--- src/hdl/gear_hash_cut_scanner_assert.svh ---
// assertion macros for the gear hash cut scanner
// used by the top level, relies on signals clk and rst in the including scope
`ifndef GEAR_HASH_CUT_SCANNER_ASSERT_SVH
`define GEAR_HASH_CUT_SCANNER_ASSERT_SVH

`ifndef NO_ASSERTIONS

// antecedent implies consequent in the same cycle
`define GHCS_ASSERT_IMPL(label, ante, cons) \
  label: assert property (@(posedge clk) disable iff (rst) (ante) |-> (cons)) \
    else $error("gear hash cut scanner: check failed");

// antecedent implies consequent in the next cycle
`define GHCS_ASSERT_NEXT(label, ante, cons) \
  label: assert property (@(posedge clk) disable iff (rst) (ante) |=> (cons)) \
    else $error("gear hash cut scanner: check failed");

// condition never holds
`define GHCS_ASSERT_NEVER(label, cond) \
  label: assert property (@(posedge clk) disable iff (rst) !(cond)) \
    else $error("gear hash cut scanner: check failed");

`else

`define GHCS_ASSERT_IMPL(label, ante, cons)
`define GHCS_ASSERT_NEXT(label, ante, cons)
`define GHCS_ASSERT_NEVER(label, cond)

`endif

`endif

--- src/hdl/ghcs_pkg.sv ---
// shared types and constants of the gear hash cut scanner
// no dependencies; used by the table ram, the result fifo and the top level
package ghcs_pkg;

  localparam int HASH_W        = 64;
  localparam int BYTE_W        = 8;
  localparam int TABLE_DEPTH   = 256;
  localparam int INDEX_W       = 8;
  localparam int COUNT_W       = 4;
  localparam int LANE_W        = 3;
  localparam int MAX_LANES     = 8;
  localparam int LANES_DEFAULT = 8;

  typedef enum logic [1:0] {
    CMD_SCAN = 2'd0,
    CMD_LOAD = 2'd1,
    CMD_SEED = 2'd2,
    CMD_NOP  = 2'd3
  } cmd_t;

  // one result transaction, packed in the order of the output bus (lsb last)
  typedef struct packed {
    logic [HASH_W-1:0]    hash_at_cut;
    logic [MAX_LANES-1:0] cut_lanes;
    logic [LANE_W-1:0]    first_cut_lane;
    logic                 cut_found;
  } result_t;

endpackage

--- src/hdl/ghcs_out_fifo.sv ---
// small result fifo that parts the pipeline from the output stream
// depends on ghcs_pkg for the result type
module ghcs_out_fifo #(
  parameter int DEPTH = 6
) (
  input  logic               clk,
  input  logic               rst,
  input  logic               push,
  input  ghcs_pkg::result_t  push_data,
  output logic               pop_valid,
  input  logic               pop_ready,
  output ghcs_pkg::result_t  pop_data
);

  localparam int PTR_W = (DEPTH > 1) ? $clog2(DEPTH) : 1;
  localparam int CNT_W = $clog2(DEPTH + 1);

  ghcs_pkg::result_t mem [DEPTH];
  logic [PTR_W-1:0]  wr_ptr;
  logic [PTR_W-1:0]  rd_ptr;
  logic [CNT_W-1:0]  count;
  logic              pop;

  assign pop_valid = (count != '0);
  assign pop_data  = mem[rd_ptr];
  assign pop       = pop_valid && pop_ready;

  always_ff @(posedge clk) begin
    if (push) begin
      mem[wr_ptr] <= push_data;
    end
  end

  always_ff @(posedge clk) begin
    if (rst) begin
      wr_ptr <= '0;
      rd_ptr <= '0;
      count  <= '0;
    end else begin
      if (push) begin
        wr_ptr <= (wr_ptr == PTR_W'(DEPTH - 1)) ? '0 : wr_ptr + PTR_W'(1);
      end
      if (pop) begin
        rd_ptr <= (rd_ptr == PTR_W'(DEPTH - 1)) ? '0 : rd_ptr + PTR_W'(1);
      end
      count <= count + CNT_W'(push) - CNT_W'(pop);
    end
  end

endmodule

--- config.mk ---
export PLATFORM = sky130hd
export DESIGN_NAME = ghcs_out_fifo
export DESIGN_NICKNAME = d
export VERILOG_FILES = /design/src/hdl/gear_hash_cut_scanner_assert.svh /design/src/hdl/ghcs_pkg.sv /design/src/hdl/ghcs_out_fifo.sv
export SDC_FILE = /design/constraint.sdc
export NUM_CORES = 1
export LEC_CHECK = 0
export BUFFER_PORTS_ARGS = -buffer_cell sky130_fd_sc_hd__clkbuf_2
export CAP_MARGIN = 20
export CORE_MARGIN = 8
export CORE_UTILIZATION = 57
export DETAILED_ROUTE_END_ITERATION = 8
export PLACE_DENSITY = 0.77
export SETUP_SLACK_MARGIN = 0.15
export SLEW_MARGIN = 5
export SYNTH_ARGS = -nofsm -noshare
export SYNTH_HDL_FRONTEND = slang
export SYNTH_SLANG_ARGS = --single-unit
--- constraint.sdc ---
create_clock -name clk -period 16.6 [get_ports clk]
set_input_delay 2.49 -clock clk [delete_from_list [all_inputs] [get_ports clk]]
set_output_delay 2.49 -clock clk [all_outputs]
set_load 0.03 [all_outputs]
**Word level (Yosys, flattened, before mapping)**

Memory sizes are Yosys's and may differ from the RTL's. A register that Yosys moved wholly into a read port is not among the register bits.
Index checks and enable logic that the tools add are counted.

- Register bits after elaboration: 9
- Bits in latches: 0
- RAM bits: 456
- Memory bits (read-only): 0
- Input port bits: 80
- Output and inout bits: 77
- Word-level logic and storage cells: 18
- Memories kept: 1

- Add/subtract/negate cells: 4
- Multiply operators: 0
- Div/mod/pow operators: 0
- Magnitude comparators: 0
- Eq/ne operators: 2
- Shift operators: 0
- Muxes and demuxes: 6
- Bitwise operators: 0
- Reduce and logical (&&, ||, !) cells: 2

Memory list:

| memory | depth | width | read ports | clocked after Yosys merged registers in | wr ports | RTL line | RTL |
|---|---|---|---|---|---|---|---|
| mem | 6 | 76 | 1 | 1 | 1 | ghcs_out_fifo.sv:18 | `ghcs_pkg::result_t mem [DEPTH];` |

Operator list:

| operator | count |
|---|---|
| 3-bit two-way mux | 4 |
| 3-bit by 1-bit adder with 3-bit output, second input constant | 2 |
| 3-bit == test, second input constant | 2 |
| 3-bit by 1-bit adder with 3-bit output | 1 |
| 3-bit nonzero test | 1 |
| 3-bit by 1-bit subtractor with 3-bit output | 1 |
| 1-bit two-way mux | 2 |
| 1-bit logical AND | 1 |

**Longest topological paths before layout**

- Word-level depth: 4
- Gate-level depth with buffers: 7

**Worst setup path before layout**

OpenSTA, ideal clock, no wires.

- Path type: in2reg
- Start point: in push
- End point: mem mem[2][0] (netlist bit) (enable)
- Library setup time: 619 ps
- Arrival time: 8134 ps
- Required time: 15981 ps
- Slack: 7847 ps
- Stages on the path: 2
- Path buffers: 0
- Cell sequence: nand2b_1 -> nor3b_1

- Word-level cells in the longest chain between the ends: 2

Ends and longest elaborated chain:

| element | RTL line | RTL |
|---|---|---|
| start, declared | ghcs_out_fifo.sv:8 | `input logic push,` |
| 1-bit two-way mux | ghcs_out_fifo.sv:29 | `if (push) begin` |
| 1-bit two-way mux (not written as such) | ghcs_out_fifo.sv:30 | `mem[wr_ptr] <= push_data;` |
| end, declared | ghcs_out_fifo.sv:18 |  |

No other way between the ends.

==> results.yml <==
status:
  status: "finished, final reports clean"
clock_network:
  cts-resized-gates: 0
  clock_sinks: 468
  clk_latency_ns: 0.53
  cts_buffers: 46
  clock_path_buffers: 3
  root_buffer: "clkbuf_16"
  cts.clk_slew.worst_paths_ns: 0.06
  cts_hold_buf: 0
  cts_tree: "done"
  post_cts_buffers: 0
  h-tree-depth: 2
setup_path:
  arrival_ns: 3.53
  worstPathMaxFanout: 64
  end_kind: "output pin"
  crit_type: "reg2out"
  crit_path_start_kind: "flip-flop"
  required_ns: 14.11
sta:
  fin_crit_ns: 6.02
  max_freq_mhz: 166
  slew_headroom_pct: 26.0
  tightest_slew_ns: 1.11
  setup_viol: 0
  tns_ns: 0
  finalMaxSlewViolations: 0
  period_share_pct: 36.2
  rsz0062_at_grt: "no"
  skew_ns: 0.0134
  final_hold_viol_count: 0
yosys:
  synth_nets: 854
  ys_ff_latch: 468
  ys_warn_count: 0
  ys_seq_area_share_pct: 76.8
  synth_area_mm2: 0.0181
  async_flop_share_pct: 0
  synthCells: 771
  synth-edff-count: 456
  synth.distinct_cells: 29
  synth_ff_type: "edfxtp_1"
  syn_avg_cell_area_um2: 23.5
placement:
  dp_hpwl_um: 18600
  gp_congestion: 0.707
  numPortBuffers: 156
drt:
  drc: 0
  drtPass1Iterations: 4
  post_drt_wl_per_cell_um: 23.6
  viasPerCell: 5.81
  postRouteAntennaNets: 0
  drtIter0Drc: 479
  routed_wl_um: 32800
  vias: 8089
floorplanning:
  initial_core_util_pct: 57.7
  die-area_mm2: 0.0378
  fp.dieH_um: 194
  ioPinCount: 157
  die_width_um: 194
  std_cell_rows: 65
  core_area_mm2: 0.0315
global_route:
  grt_overflow_total: 0
  global_route.usage.met1_pct: 22.6
  grt_max_degree: 65
  met3_usage_pct: 3.45
  grt-busiest-layer: "met2"
  track_usage_pct: 17.3
  grt_pass1_vias: 8640
  grtUsageMet2_pct: 29.0
  grt_pass1_wl_um: 50400
  antenna_found_initial: 6
power:
  ir_worst_vdd_mv: 0.114
  p_leak_nw: 6.99
  power.density_mw_per_mm2: 136
hold_path:
  hold_class: "reg2reg"
finish:
  final_util_pct: 66.0
  area_growth_pct: 14.4
  drive_gt1_share_pct: 47.4
  final_common_cell: "edfxtp_1"
  layout_common_cells: "edfxtp_1, clkbuf_2, mux4_2, mux2_2, mux2_4"
  nets: 1037
job:
  cap_violations: 0
-- flip-flops by register name (all words and copies together), names as in the netlist, named ones only --
register and flops:
count 3, mem 456, rd_ptr 3, wr_ptr 3
-- layout make-up --
cell class,count,area [um2]
timing repair buffer,170,886
inverter,6,25.0
fill,1992,10700
clock buffer,63,1310
antenna,2,5.00
clock inverter,20,97.6
sequential,468,13900
multi-input combinational,262,4000
tap,402,503
-- Yosys cell counts, types with 2 or more instances --
| cell | number | share of area (%) |
|---|---|---|
| a21bo_2 | 2 | 0.11 |
| mux2_2 | 74 | 4.6 |
| nor2_1 | 4 | 0.083 |
| inv_1 | 6 | 0.12 |
| buf_6 | 10 | 0.62 |
| mux2_4 | 72 | 6.0 |
| clkbuf_1 | 9 | 0.19 |
| ha_1 | 2 | 0.14 |
| nor3_1 | 2 | 0.055 |
| mux4_2 | 76 | 9.4 |
| mux2_1 | 8 | 0.50 |
| nand2b_1 | 4 | 0.14 |
| buf_1 | 3 | 0.062 |
| buf_2 | 13 | 0.36 |
| nor2b_1 | 4 | 0.14 |
| a21oi_1 | 3 | 0.083 |
| edfxtp_1 | 456 | 75 |
| dfxtp_1 | 12 | 1.3 |
-- worst max-delay path: stages, from the launching register on --
cell	delay [ns]
dfxtp_4	0.82
buf_4	0.90
mux2_2	0.42
mux4_2	0.48
clkbuf_2	0.21
-- logic make-up after synthesis --
group	after synthesis	share of synthesized area, %
compound gates	7	0.296
xor+xnor	1	0.131
fa+ha+maj	3	0.248
buf+inv	41	1.35
flops	468	76.8
mux	231	20.5
simple gates	20	0.669
-- stage by stage --
step	setup WS [ns]	total power [mW]	std cells	hold WS, ns	area, um2
after CTS	10.56	2.85	1391	0.514	20800
after global routing	10.46	2.92	1393	0.543	20800
final	10.58	2.82	1393	0.520	20800
after detailed placement	11.13	1.90	1308	0.501	19400
after global placement	11.12	1.90	1308	0.479	19400
after floorplan	7.85	1.77	771	0.473	18100
-- worst paths after layout --
| kind | start | to | slack, ns | depth (start not counted) |
|---|---|---|---|---|
| setup reg to reg | wr_ptr[0] | mem[2][33] | 14.21 | 4 |
| hold reg to reg | rd_ptr[2] | flip-flop | 0.52 | 2 |
| setup / recovery | flip-flop | pop_data[11] | 10.58 | 4 |
| hold / removal | rd_ptr[2] | flip-flop | 0.52 | 2 |
-- power by group --
group          internal [mW]  total, mW  switching, mW
combinational          0.222      0.495          0.273
sequential              1.33       1.37         0.0396
clock                  0.550      0.951          0.401
total                   2.11       2.82          0.714
-- per-layer routing --
layer	part of all wire, %	wire (um)	up-vias
met3	4.8	1590	58
met2	50	16400	203
li1	-	-	3570
met1	43	14000	4250
met4	2.4	791	8
met5	0.15	50	-
Note: power is estimated with default switching activity, not from simulation.
